**config.mk**
```make
export PLATFORM = sky130hd
export DESIGN_NAME = variable_length_ring_reserve_commit
export DESIGN_NICKNAME = d
export VERILOG_FILES = /design/src/rtl/core/vlrrc_pkg.sv /design/src/rtl/core/variable_length_ring_reserve_commit.sv
export SDC_FILE = /design/constraint.sdc
export NUM_CORES = 1
export LEC_CHECK = 0
export BUFFER_PORTS_ARGS = -buffer_cell sky130_fd_sc_hd__buf_2
export CORE_MARGIN = 2
export CORE_UTILIZATION = 25
export DETAILED_ROUTE_END_ITERATION = 16
export GPL_ROUTABILITY_DRIVEN = 1
export SYNTH_ARGS = -nofsm -noshare
export SYNTH_HDL_FRONTEND = slang
export SYNTH_SLANG_ARGS = --single-unit
```
**constraint.sdc**
```tcl
create_clock -name i_clk -period 15.19 [get_ports i_clk]
set_clock_uncertainty 0.05 [all_clocks]
set_input_delay 2.2785 -clock i_clk [delete_from_list [all_inputs] [get_ports i_clk]]
set_output_delay 2.2785 -clock i_clk [all_outputs]
set_load 0.05 [all_outputs]
```
**src/rtl/core/vlrrc_pkg.sv**
```systemverilog
// Types and codes shared by the record ring producer block and its checker.
`timescale 1ns / 1ps
`default_nettype none

package vlrrc_pkg;

    localparam int LEN_W = 24;
    localparam int CFG_IDX_W = 2;

    // Operation codes
    localparam logic [1:0] OP_RESERVE = 2'd0;
    localparam logic [1:0] OP_COMMIT  = 2'd1;
    localparam logic [1:0] OP_DISCARD = 2'd2;

    // Result kinds
    localparam logic [1:0] KIND_WRAP    = 2'd0;
    localparam logic [1:0] KIND_GRANT   = 2'd1;
    localparam logic [1:0] KIND_REFUSE  = 2'd2;
    localparam logic [1:0] KIND_FINISH  = 2'd3;

    // Refuse codes
    localparam logic [1:0] REFUSE_TOO_LONG  = 2'd0;
    localparam logic [1:0] REFUSE_FULL      = 2'd1;
    localparam logic [1:0] REFUSE_POS_FAULT = 2'd2;

    // Configuration register indexes
    localparam logic [CFG_IDX_W-1:0] CFG_RING_LENGTH   = 2'd0;
    localparam logic [CFG_IDX_W-1:0] CFG_RESERVE_LIMIT = 2'd1;
    localparam logic [CFG_IDX_W-1:0] CFG_WAKE_ENABLED  = 2'd2;

    localparam logic [LEN_W-1:0] RING_LENGTH_RST   = 24'd65536;
    localparam logic [LEN_W-1:0] RESERVE_LIMIT_RST = 24'd65535;

    typedef struct packed {
        logic [1:0]       op;
        logic [LEN_W-1:0] record_length;
        logic [LEN_W-1:0] record_offset;
        logic [LEN_W-1:0] consumer_pos;
    } t_in_item;

    typedef struct packed {
        logic [1:0]       kind;
        logic [LEN_W-1:0] header_offset;
        logic [LEN_W-1:0] payload_length;
        logic [3:0]       pad_bytes;
        logic [1:0]       refuse_code;
        logic             discarded;
        logic             wake;
        logic             last;
    } t_out_item;

endpackage

`default_nettype wire

```
**src/rtl/core/variable_length_ring_reserve_commit.sv**
```systemverilog
// Producer side of a variable-length record ring: reserve, commit and discard.
//
// Usage:
//   Input channel (i_in_valid / o_in_stall / i_in_data) takes one request per
//   transfer: a reserve, a commit or a discard, each with the consumer's current
//   position. Output channel (o_out_valid / i_out_stall / o_out_data) returns the
//   results: one per request, two when a reserve wraps (wrap marker at the old
//   position, then the grant at offset zero, marked last). Op code 3 gives no
//   result. Config port (i_cfg_we / i_cfg_index / i_cfg_data) is write-only and
//   must only be written while the block is idle.
//   Throughput: one request per cycle while results are taken at once; after a
//   wrap the next request waits for the second result. The request stage
//   registers the length-plus-header and, for a non-power-of-two alignment, its
//   alignment quotient; the second stage does the room check and updates the
//   producer position. Reset clears the producer position, restores the config
//   defaults and drops any queued request or result. When the receiver stalls,
//   the result holds and one further request may wait in the request stage;
//   then o_in_stall rises.
`timescale 1ns / 1ps
`default_nettype none

module variable_length_ring_reserve_commit
    import vlrrc_pkg::*;
#(
    parameter int HEADER_BYTES = 8,
    parameter int ALIGN_BYTES  = 16,
    parameter int POS_WIDTH    = 24
) (
    input  wire logic                 i_clk,
    input  wire logic                 i_rst_n,
    input  wire logic                 i_in_valid,
    output logic                      o_in_stall,
    input  wire t_in_item             i_in_data,
    output logic                      o_out_valid,
    input  wire logic                 i_out_stall,
    output t_out_item                 o_out_data,
    input  wire logic                 i_cfg_we,
    input  wire logic [CFG_IDX_W-1:0] i_cfg_index,
    input  wire logic [LEN_W-1:0]     i_cfg_data
);

    localparam int CW        = ((POS_WIDTH > LEN_W) ? POS_WIDTH : LEN_W) + 2;
    localparam int XW        = LEN_W + 1;
    localparam int RMW       = $clog2(2 * ALIGN_BYTES + 1);
    localparam int ALIGN_LOG = $clog2(ALIGN_BYTES);
    localparam bit IS_POW2   = ((1 << ALIGN_LOG) == ALIGN_BYTES);

    // Configuration
    logic [LEN_W-1:0]     r_ring_length;
    logic [LEN_W-1:0]     r_reserve_limit;
    logic                 r_wake_enabled;

    // Producer position
    logic [POS_WIDTH-1:0] r_pp, n_pp;

    // Request stage
    logic                 r_s1_valid;
    t_in_item             r_s1;
    logic [XW-1:0]        r_s1_x, n_s1_x;
    logic [RMW-1:0]       s1_rem;
    logic                 s1_load;

    // Result registers
    logic                 r_out_valid, n_out_valid;
    t_out_item            r_out, n_out;
    logic                 r_pend_valid, n_pend_valid;
    t_out_item            r_pend, n_pend;

    logic                 out_free;
    logic                 s2_fire;

    assign out_free   = !r_out_valid || !i_out_stall;
    assign s2_fire    = r_s1_valid && !r_pend_valid && out_free;
    assign s1_load    = i_in_valid && !o_in_stall;
    assign o_in_stall = r_s1_valid && !s2_fire;

    assign n_s1_x = XW'(i_in_data.record_length) + XW'(HEADER_BYTES);

    // Remainder of (length + header) modulo the alignment
    generate
        if (IS_POW2) begin : g_pow2
            assign s1_rem = RMW'(r_s1_x & XW'(ALIGN_BYTES - 1));
        end else begin : g_recip
            localparam int S  = XW + 7;
            localparam int MW = S - 1;
            localparam logic [63:0] RECIP64 = (64'd1 << S) / ALIGN_BYTES;
            localparam logic [MW-1:0] RECIP = RECIP64[MW-1:0];

            logic [XW+MW-1:0] prod;
            logic [XW-2:0]    r_s1_q;
            logic [XW-1:0]    q_times_a;
            logic [XW-1:0]    rem_raw;

            // Quotient estimate is exact or one low; fix with one subtract
            assign prod = (XW+MW)'(n_s1_x) * (XW+MW)'(RECIP);

            always_ff @(posedge i_clk) begin
                if (s1_load) begin
                    r_s1_q <= prod[XW+MW-1:S];
                end
            end

            assign q_times_a = XW'(r_s1_q) * XW'(ALIGN_BYTES);
            assign rem_raw   = r_s1_x - q_times_a;
            assign s1_rem    = (rem_raw >= XW'(ALIGN_BYTES))
                             ? RMW'(rem_raw - XW'(ALIGN_BYTES)) : RMW'(rem_raw);
        end
    endgenerate

    // Reserve evaluation
    logic [RMW-1:0] pad;
    logic [CW-1:0]  req_c, pp_c, cp_c, rl_c, rem_c, base_c;
    logic           pp_ge_cp, pos_fault, too_long, no_room, full, tail_fault, wrap;

    always_comb begin
        pad        = (s1_rem == '0) ? '0 : RMW'(ALIGN_BYTES) - s1_rem;
        req_c      = CW'(r_s1_x) + CW'(pad) + CW'(HEADER_BYTES);
        pp_c       = CW'(r_pp);
        cp_c       = CW'(r_s1.consumer_pos);
        rl_c       = CW'(r_ring_length);
        pp_ge_cp   = pp_c >= cp_c;
        rem_c      = pp_ge_cp ? (rl_c - pp_c) : (cp_c - pp_c);
        pos_fault  = pp_ge_cp ? (pp_c > rl_c) : (rem_c > rl_c);
        too_long   = r_s1.record_length > r_reserve_limit;
        no_room    = req_c > rem_c;
        full       = no_room && (!pp_ge_cp || (req_c > cp_c));
        tail_fault = no_room && !full && (rem_c < CW'(HEADER_BYTES));
        wrap       = no_room && !full && !tail_fault;
        base_c     = wrap ? '0 : pp_c;
    end

    // Results of the item in the request stage
    t_out_item res0, res1;
    logic      res0_v, res1_v;
    logic      pp_upd;

    always_comb begin
        res0   = '0;
        res1   = '0;
        res0_v = 1'b0;
        res1_v = 1'b0;
        pp_upd = 1'b0;
        unique case (r_s1.op) inside
            OP_COMMIT, OP_DISCARD: begin
                res0_v               = 1'b1;
                res0.kind            = KIND_FINISH;
                res0.header_offset   = r_s1.record_offset;
                res0.discarded       = (r_s1.op == OP_DISCARD);
                res0.wake            = r_wake_enabled
                                    && (r_s1.consumer_pos == r_s1.record_offset);
                res0.last            = 1'b1;
            end
            OP_RESERVE: begin
                res0_v = 1'b1;
                if (too_long) begin
                    res0.kind        = KIND_REFUSE;
                    res0.refuse_code = REFUSE_TOO_LONG;
                    res0.last        = 1'b1;
                end else if (pos_fault || tail_fault) begin
                    res0.kind        = KIND_REFUSE;
                    res0.refuse_code = REFUSE_POS_FAULT;
                    res0.last        = 1'b1;
                end else if (full) begin
                    res0.kind        = KIND_REFUSE;
                    res0.refuse_code = REFUSE_FULL;
                    res0.last        = 1'b1;
                end else if (wrap) begin
                    res0.kind           = KIND_WRAP;
                    res0.header_offset  = LEN_W'(r_pp);
                    res1_v              = 1'b1;
                    res1.kind           = KIND_GRANT;
                    res1.payload_length = r_s1.record_length;
                    res1.pad_bytes      = 4'(pad);
                    res1.last           = 1'b1;
                    pp_upd              = 1'b1;
                end else begin
                    res0.kind           = KIND_GRANT;
                    res0.header_offset  = LEN_W'(r_pp);
                    res0.payload_length = r_s1.record_length;
                    res0.pad_bytes      = 4'(pad);
                    res0.last           = 1'b1;
                    pp_upd              = 1'b1;
                end
            end
            default: begin
                // op 3: drop without result
            end
        endcase
    end

    // Advance the result registers
    always_comb begin
        n_out_valid  = r_out_valid && i_out_stall;
        n_out        = r_out;
        n_pend_valid = r_pend_valid;
        n_pend       = r_pend;
        n_pp         = r_pp;
        if (r_pend_valid && out_free) begin
            n_out_valid  = 1'b1;
            n_out        = r_pend;
            n_pend_valid = 1'b0;
        end else if (s2_fire) begin
            if (res0_v) begin
                n_out_valid = 1'b1;
                n_out       = res0;
            end
            if (res1_v) begin
                n_pend_valid = 1'b1;
                n_pend       = res1;
            end
            if (pp_upd) begin
                n_pp = POS_WIDTH'(base_c + CW'(r_s1_x) + CW'(pad));
            end
        end
    end

    always_ff @(posedge i_clk) begin
        if (!i_rst_n) begin
            r_s1_valid      <= 1'b0;
            r_out_valid     <= 1'b0;
            r_pend_valid    <= 1'b0;
            r_pp            <= '0;
            r_ring_length   <= RING_LENGTH_RST;
            r_reserve_limit <= RESERVE_LIMIT_RST;
            r_wake_enabled  <= 1'b0;
        end else begin
            r_s1_valid   <= s1_load || o_in_stall;
            r_out_valid  <= n_out_valid;
            r_pend_valid <= n_pend_valid;
            r_pp         <= n_pp;
            if (i_cfg_we) begin
                unique case (i_cfg_index)
                    CFG_RING_LENGTH:   r_ring_length   <= i_cfg_data;
                    CFG_RESERVE_LIMIT: r_reserve_limit <= i_cfg_data;
                    CFG_WAKE_ENABLED:  r_wake_enabled  <= i_cfg_data[0];
                    default: begin
                    end
                endcase
            end
        end
    end

    // Payload registers
    always_ff @(posedge i_clk) begin
        if (s1_load) begin
            r_s1   <= i_in_data;
            r_s1_x <= n_s1_x;
        end
        r_out  <= n_out;
        r_pend <= n_pend;
    end

    assign o_out_valid = r_out_valid;
    assign o_out_data  = r_out;

endmodule

`default_nettype wire

```
==> summary.md, run 1 <==
| Metric | Value |
|---|---|
| Switching part of the total | `0.305` |
| Num CTS Buffers | `26` |
| Clock Power Share | `0.360` |
| Rel. slew slack | `0.333` |
| Syn Nets | `around 2200` |
| Max-cap violations | `0` |
| Pin count of the biggest net entering global routing | `97` |
| Top_reg_cell synth | `edfxtp_1` |
| Seq/Total Area, Yosys | `0.395` |
| Initial drt markers | `between 1000 and 1500` |
| CTS tree | `yes` |
| HP Start | `r_reserve_limit[19]` |
| Vias | `around 14000` |
| Hold Fails Final Rpt | `0` |
| IO Pins | `roughly 170` |
| Post-CTS Setup Inserts | `0` |
| Min-Delay Path Class | `flip-flop to flip-flop` |
| Area of the multi-input gates | `10000 µm²` |
| Crit start category | `flip-flop` |
| Root Buffer Master | `clkbuf_16` |
| Worst-margin pin slew | `approximately 1 ns` |
| Number of port buffers | `around 170` |
| Core Util, Final | `0.295` |
| Post-synthesis register bit count | `260` |
| Filler cell count | `roughly 7400` |
| Status | `complete, no violations` |
| Min Tclk post-route | `around 10 ns` |
| DR pass1 iterations | `5` |
| RR Endpoint | `r_pp[23]` |
| Combinational share of power | `0.232` |
| Flop pwr share | `0.408` |
| Antenna violations before repair | `7` |
| EDFF count, synth | `about 180` |
| Clock sink count | `260` |
| Post-synth cell types | `between 70 and 80` |
| Worst skew pair latency | `0.57 ns` |
| CORE AREA | `70400 µm²` |
| Avg Inst Size Synth | `9.60 µm²` |
| Grt ovf | `0` |
| Die Height | `271 µm` |
| Gpl congestion | `0.943` |
| R2R Setup Slk | `~5.3 ns` |
| Cell accounting for the most synthesized area | `edfxtp_1` |
| Power after layout | `between 0.002 and 0.0025 W` |
| P per Cell Area | `between 90 and 100 nW/µm²` |
| Critical Path Sink Type | `flip-flop` |
| Final wirelength | `61.0 mm` |
| Async S/R FF share, synth | `0` |
| Crit path kind | `flip-flop to flip-flop` |
| Per-cell routed wire length | `slightly above 20 µm` |
| Detailed-route DRC error count | `0` |
| Area growth from synthesis to final layout | `16.3%` |
| Worst-path fanout max | `9` |
| Reg-to-Reg Start | `r_s1[48]` |
| Die area | `~74000 µm²` |
| Synth cell count leaders | `nand2_1 (228), ha_1 (201), edfxtp_1 (184)` |
| Fin nets | `2315` |
| First-pass GRT wire length | `just under 90 mm` |
| Clock slew at reported path FFs | `around 0.06 ns` |
| Total track usage | `0.161` |
| Initial Util | `0.253` |
| Synth area leaders | `edfxtp_1 (31%), ha_1 (14%), dfxtp_1 (8.5%), nand2_1 (4.8%), xnor2_1 (4.5%)` |
| Row Count | `97` |
| Reg2reg path depth | `37` |
| Internal Power | `roughly 0.0014 W` |
| Post-synthesis cell area | `17800 µm²` |
| Switching power total | `0.000617 W` |
| H-tree Lvls | `1` |
| Cells after Synth | `roughly 1900` |
| Max VDD drop | `0.0748 mV` |
| CP arrival | `approximately 10 ns` |
| Post-route setup TNS | `0 ns` |
| RSZ-0062 raised after global routing | `false` |
| Cts repair resizes | `0` |
| Sequential cell area | `around 7000 µm²` |
| Syn. warnings | `0` |
| Post-route ant nets | `0` |
| Leak | `roughly 8.5 nW` |
| Final Cycle Share | `0.652` |
| Synth top area share | `0.310` |
| Fmax | `between 100 and 150 MHz` |
| # hold bufs at CTS | `0` |
| Number of global-route vias before repair | `14000` |
| Hold EP | `r_reserve_limit[19]` |
| Vias/cell | `4.88` |
| CTS Buffer Depth | `3` |
| Hold path cells | `2` |
| Required time worst endpoint | `approximately 16 ns` |
| Final setup fails | `0` |
| Most numerous cell in the Yosys netlist | `nand2_1` |
| Top cell by count, worst path | `ha_1` |
| Slew Viols, Final | `0` |
| Die W | `between 200 and 300 µm` |
| Max incr delay on CP | `about 0.66 ns` |
| HPWL after detailed placement | `49.8 mm` |
| Share of layout cells above drive strength 1 | `0.122` |
| Slowest CP cell | `nor3_1` |
==> area by class of cell <==
class / count / share of cell area
Tap cell: 940 / 0.0567
Timing Repair Buffer: 178 / 0.0445
Clock inverter: 18 / 0.0143
Sequential cell: 260 / 0.340
Antenna cell: 5 / 0.000603
Inverter: 154 / 0.0279
Multi-Input combinational cell: 1384 / 0.484
Clock buffer: 30 / 0.0326
==> placed cells by master, fill, tap and decap left out, types with 6 or more instances in the layout <==
master,n
a211oi_1,11
a21boi_0,35
a21o_1,60
a21oi_1,82
a22o_1,53
a31oi_1,16
and2_1,57
and3_1,21
and4_1,13
buf_2,165
buf_4,13
bufinv_16,7
clkbuf_16,26
clkinv_2,6
dfxtp_1,76
edfxtp_1,184
ha_1,201
inv_1,154
mux2i_1,27
nand2_1,228
nand2b_1,12
nand3_1,45
nand3b_1,6
nand4_1,35
nor2_1,77
nor2b_1,20
nor3_1,31
o211ai_1,24
o21a_1,26
o21ai_0,56
o21bai_1,9
o31ai_1,6
or3_1,9
xnor2_1,91
xor2_1,35
==> registers in the layout, indices dropped and copies added, names as in the netlist <==
signal	cells
o_out_data	59
r_s1	50
r_pend	29
cp_c	24
r_pp	24
r_reserve_limit	24
r_ring_length	24
r_s1_x	22
o_out_valid	1
r_pend_valid	1
r_s1_valid	1
r_wake_enabled	1
==> routing by layer <==
metal,track usage,part of all wire,vias up
li1,-,-,7054
met1,0.190,0.40,6870
met2,0.286,0.50,433
met3,0.0232,0.051,131
met4,0.0792,0.052,4
met5,0,0.00044,-
==> worst max path at each step <==
stage                         from        to  slack [ns]  cells after the start
after global routing      r_s1[48]  r_pp[23]        4.57                     37
after CTS                 r_s1[48]  r_pp[23]        5.39                     37
final                     r_s1[48]  r_pp[23]        5.29                     37
after detailed placement  r_s1[48]  r_pp[23]        5.48                     37
after floorplan            r_pp[1]  r_pp[23]        7.03                     40
after global placement    r_s1[48]  r_pp[23]        5.65                     37
==> cell families (layout without fill, tap and decap cells) <==
| kind of cell | count (synthesis) | count (layout) | share of synthesized area |
|---|---|---|---|
| XOR/XNOR | 126 | 126 | 0.0619 |
| other | 0 | 5 | 0 |
| buffers and inverters | 214 | 380 | 0.0455 |
| AO/OA/AOI/OAI | 439 | 439 | 0.174 |
| adder cells (fa/ha/maj) | 206 | 206 | 0.147 |
| flip-flops | 260 | 260 | 0.395 |
| AND/OR/NAND/NOR | 584 | 584 | 0.160 |
| multiplexers | 29 | 29 | 0.0164 |
==> per-stage QoR <==
stage / worst slack (ns) / instances / hold WS [ns] / cell area (µm²)
floorplan: 7.03 / 1858 / 0.393 / 17800
global placement: 5.65 / 2916 / 0.408 / 19800
detailed placement: 5.48 / 2916 / 0.415 / 19800
CTS: 5.39 / 2964 / 0.424 / 20700
global route: 4.57 / 2967 / 0.450 / 20700
finish: 5.29 / 2969 / 0.422 / 20700
==> power groups by stage <==
stage | combinational, W | sequential (W) | clock, W
floorplan | 0.000298 | 0.000850 | 0
global placement | 0.000466 | 0.000842 | 0
detailed placement | 0.000463 | 0.000842 | 0
CTS | 0.000466 | 0.000826 | 0.000743
global route | 0.000519 | 0.000828 | 0.000767
finish | 0.000470 | 0.000826 | 0.000729
==> worst max-delay path, delay by kind of cell, from the launching register on <==
family          cells  cell delay [ns]
fa+ha+maj           7             1.97
simple gates       11             2.83
flops               1             0.42
compound gates     14             3.58
buf+inv             2             0.29
xor+xnor            3             0.66
No activity file was read; power rests on OpenSTA's default activity.
==> inputs of run 2 (changes only) <==
==> constraint.sdc (replaced) <==
create_clock -name i_clk -period 8 [get_ports i_clk]
set_clock_uncertainty 0.05 [all_clocks]
set_input_delay 1.2 -clock i_clk [delete_from_list [all_inputs] [get_ports i_clk]]
set_output_delay 1.2 -clock i_clk [all_outputs]
set_load 0.05 [all_outputs]
==> run 2 against run 1 <==
Hold slack improved by 0.0095 ns; combinational power rose by 120%; setup slack got worse by 4.9 ns; non-clock buffer count rose by 164; flip-flop and latch count did not move; clock power rose by 96%; critical path type unchanged; highest routed layer unchanged.
==> summary.md, run 2 (synthesized netlist as in run 1, its figures left out) <==
| Metric | Value |
|---|---|
| DP Area | `20900 µm² (+5.8%)` |
| CP arrival | `8.09 ns (-2.26 ns)` |
| P per Cell Area | `180 nW/µm² (+85%)` |
| CTS Buffer Depth | `3 (unchanged)` |
| H-tree Lvls | `1 (unchanged)` |
| Vias/cell | `4.83 (-1.1%)` |
| Crit start category | `flip-flop` |
| Filler cell count | `7368 (-0.41%)` |
| Detailed-route DRC error count | `0 (unchanged)` |
| Hold Fails Final Rpt | `0 (unchanged)` |
| Hold path cells | `2 (unchanged)` |
| Worst-path fanout max | `20 (+11)` |
| Min-Delay Path Class | `flip-flop to flip-flop` |
| Total track usage | `0.166 (+0.00521)` |
| Die Height | `271 µm (unchanged)` |
| Slew Viols, Final | `0 (unchanged)` |
| Worst skew pair latency | `0.60 ns (+0.03 ns)` |
| Top cell by count, worst path | `ha_1` |
| IO Pins | `166 (unchanged)` |
| Clock slew at reported path FFs | `0.07 ns (about the same)` |
| Final Cycle Share | `0.956 (+0.304)` |
| Number of global-route vias before repair | `14900 (+5.8%)` |
| Hold EP | `r_reserve_limit[16]` |
| Die W | `271 µm (unchanged)` |
| Final instance area | `22400 µm² (+7.7%)` |
| Fmax | `131 MHz (+29%)` |
| Final setup fails | `0 (unchanged)` |
| Area growth from synthesis to final layout | `25.3%` |
| Commonest non-fill, non-tap cell in the layout | `nand2_1` |
| Num CTS Buffers | `28 (+7.7%)` |
| RR Endpoint | `r_pp[23]` |
| R2R Setup Slk | `0.35 ns (-4.93 ns)` |
| Rel. slew slack | `0.292 (-0.0417)` |
| Reg-to-Reg Start | `cp_c[2]` |
| Die area | `73500 µm² (unchanged)` |
| Initial drt markers | `1023 (-13%)` |
| Initial Util | `0.253 (unchanged)` |
| Power after layout | `0.00403 W (+99%)` |
| Final wirelength | `63.6 mm (+4.2%)` |
| Max VDD drop | `0.165 mV (+120%)` |
| Share of layout cells above drive strength 1 | `0.211 (+0.0892)` |
| Leak | `9.37 nW (+11%)` |
| Fin nets | `2481 (+7.2%)` |
| Worst-margin pin slew | `1.06 ns (+0.0604 ns)` |
| First-pass GRT wire length | `92.5 mm (+3.4%)` |
| Gpl congestion | `0.979 (+3.8%)` |
| Max incr delay on CP | `0.47 ns (-0.19 ns)` |
| CTS tree | `yes` |
| Root Buffer Master | `clkbuf_16` |
| Per-cell routed wire length | `20.3 µm (-1.3%)` |
| Inst Count DP | `3067 (+5.2%)` |
| HP Start | `r_reserve_limit[16]` |
| Grt ovf | `0 (unchanged)` |
| Slowest CP cell | `edfxtp_1` |
| Final Non-Filler Cells | `3134 (+5.6%)` |
| HPWL after detailed placement | `52.3 mm (+5.0%)` |
| Critical Path Sink Type | `flip-flop` |
| Reg2reg path depth | `35 (-5.4%)` |
| Pin count of the biggest net entering global routing | `97 (unchanged)` |
| RSZ-0062 raised after global routing | `true` |
| Core Util, Final | `0.318 (+0.0228)` |
| Required time worst endpoint | `8.45 ns (-7.19 ns)` |
| Clock sink count | `260 (unchanged)` |
| Vias | `15100 (+4.4%)` |
| Largest register FFs | `59 (unchanged)` |
| Most frequent cells in the layout | `nand2_1 (225), ha_1 (195), edfxtp_1 (184)` |
| DR pass1 iterations | `5 (unchanged)` |
| Post-route ant nets | `0 (unchanged)` |
| CORE AREA | `70400 µm² (unchanged)` |
| Number of port buffers | `165 (unchanged)` |
| Crit path kind | `flip-flop to flip-flop` |
| Row Count | `97 (unchanged)` |
| Status | `complete, no violations` |
| Antenna violations before repair | `4 (-3)` |
| Max-cap violations | `0 (unchanged)` |
| Min Tclk post-route | `7.65 ns (-2.26 ns)` |
## run 2: stage by stage
stage	TNS, ns	hold WS, ns	setup slack [ns]
4_1_cts	0	0.431	0.0192
3_5_place_dp	-0.104	0.421	-0.104
6_report	0	0.431	0.351
5_1_grt	-0.0743	0.446	-0.0489
3_3_place_gp	-0.0122	0.407	-0.0122
2_1_floorplan	0	0.393	0.0686
## run 2: how the worst max path moves through the flow
stage	cells past startpoint	endpoint	from
after floorplan	38	r_pp[23]	r_s1[48]
after global placement	41	r_pp[23]	r_s1[49]
after detailed placement	40	r_pp[23]	r_s1[49]
after CTS	39	r_pp[22]	r_s1[49]
after global routing	42	r_pp[23]	r_s1[48]
final	35	r_pp[23]	cp_c[2]
## run 2: per-layer routing
metal,global-route usage,part of all wire,vias to the layer above
met5,0,0.00033,-
met4,0.0844,0.056,4
met3,0.0207,0.045,135
met2,0.299,0.50,372
met1,0.194,0.40,7251
li1,-,-,7371
## run 2: layout make-up
type / count / area (µm²) / area share
flip-flops and latches: 260 / 7050 / 0.315
well taps: 940 / 1180 / 0.0526
clock buffers: 34 / 773 / 0.0346
inverters: 154 / 581 / 0.0260
multi-input cells: 1384 / 10300 / 0.461
clock inverters: 18 / 254 / 0.0114
diodes: 2 / 5.00 / 0.000224
repair buffers: 342 / 2200 / 0.0986
## run 2: repair_timing
item                       in CTS  in global routing
hold buffers                    0                  0
setup endpoints to repair       3                 10
gates resized for setup        10                 54
setup buffers                   1                 11
cloned                          0                  1
pin swaps                       1                 23
## run 2: power breakdown
| part | leakage (nW) | internal [W] | switching, W |
|---|---|---|---|
| registers | 2.30 | 0.00150 | 0.0000524 |
| clock network | 0.499 | 0.000834 | 0.000592 |
| logic | 6.57 | 0.000430 | 0.000619 |
## run 2: critical path, delay by kind of cell (launching register included)
kind | cells | cell delay, ns
AO/OA/AOI/OAI | 16 | 3.25
XOR/XNOR | 1 | 0.16
adder cells (fa/ha/maj) | 4 | 1.29
buffers and inverters | 3 | 0.55
flip-flops | 1 | 0.47
AND/OR/NAND/NOR | 11 | 1.79
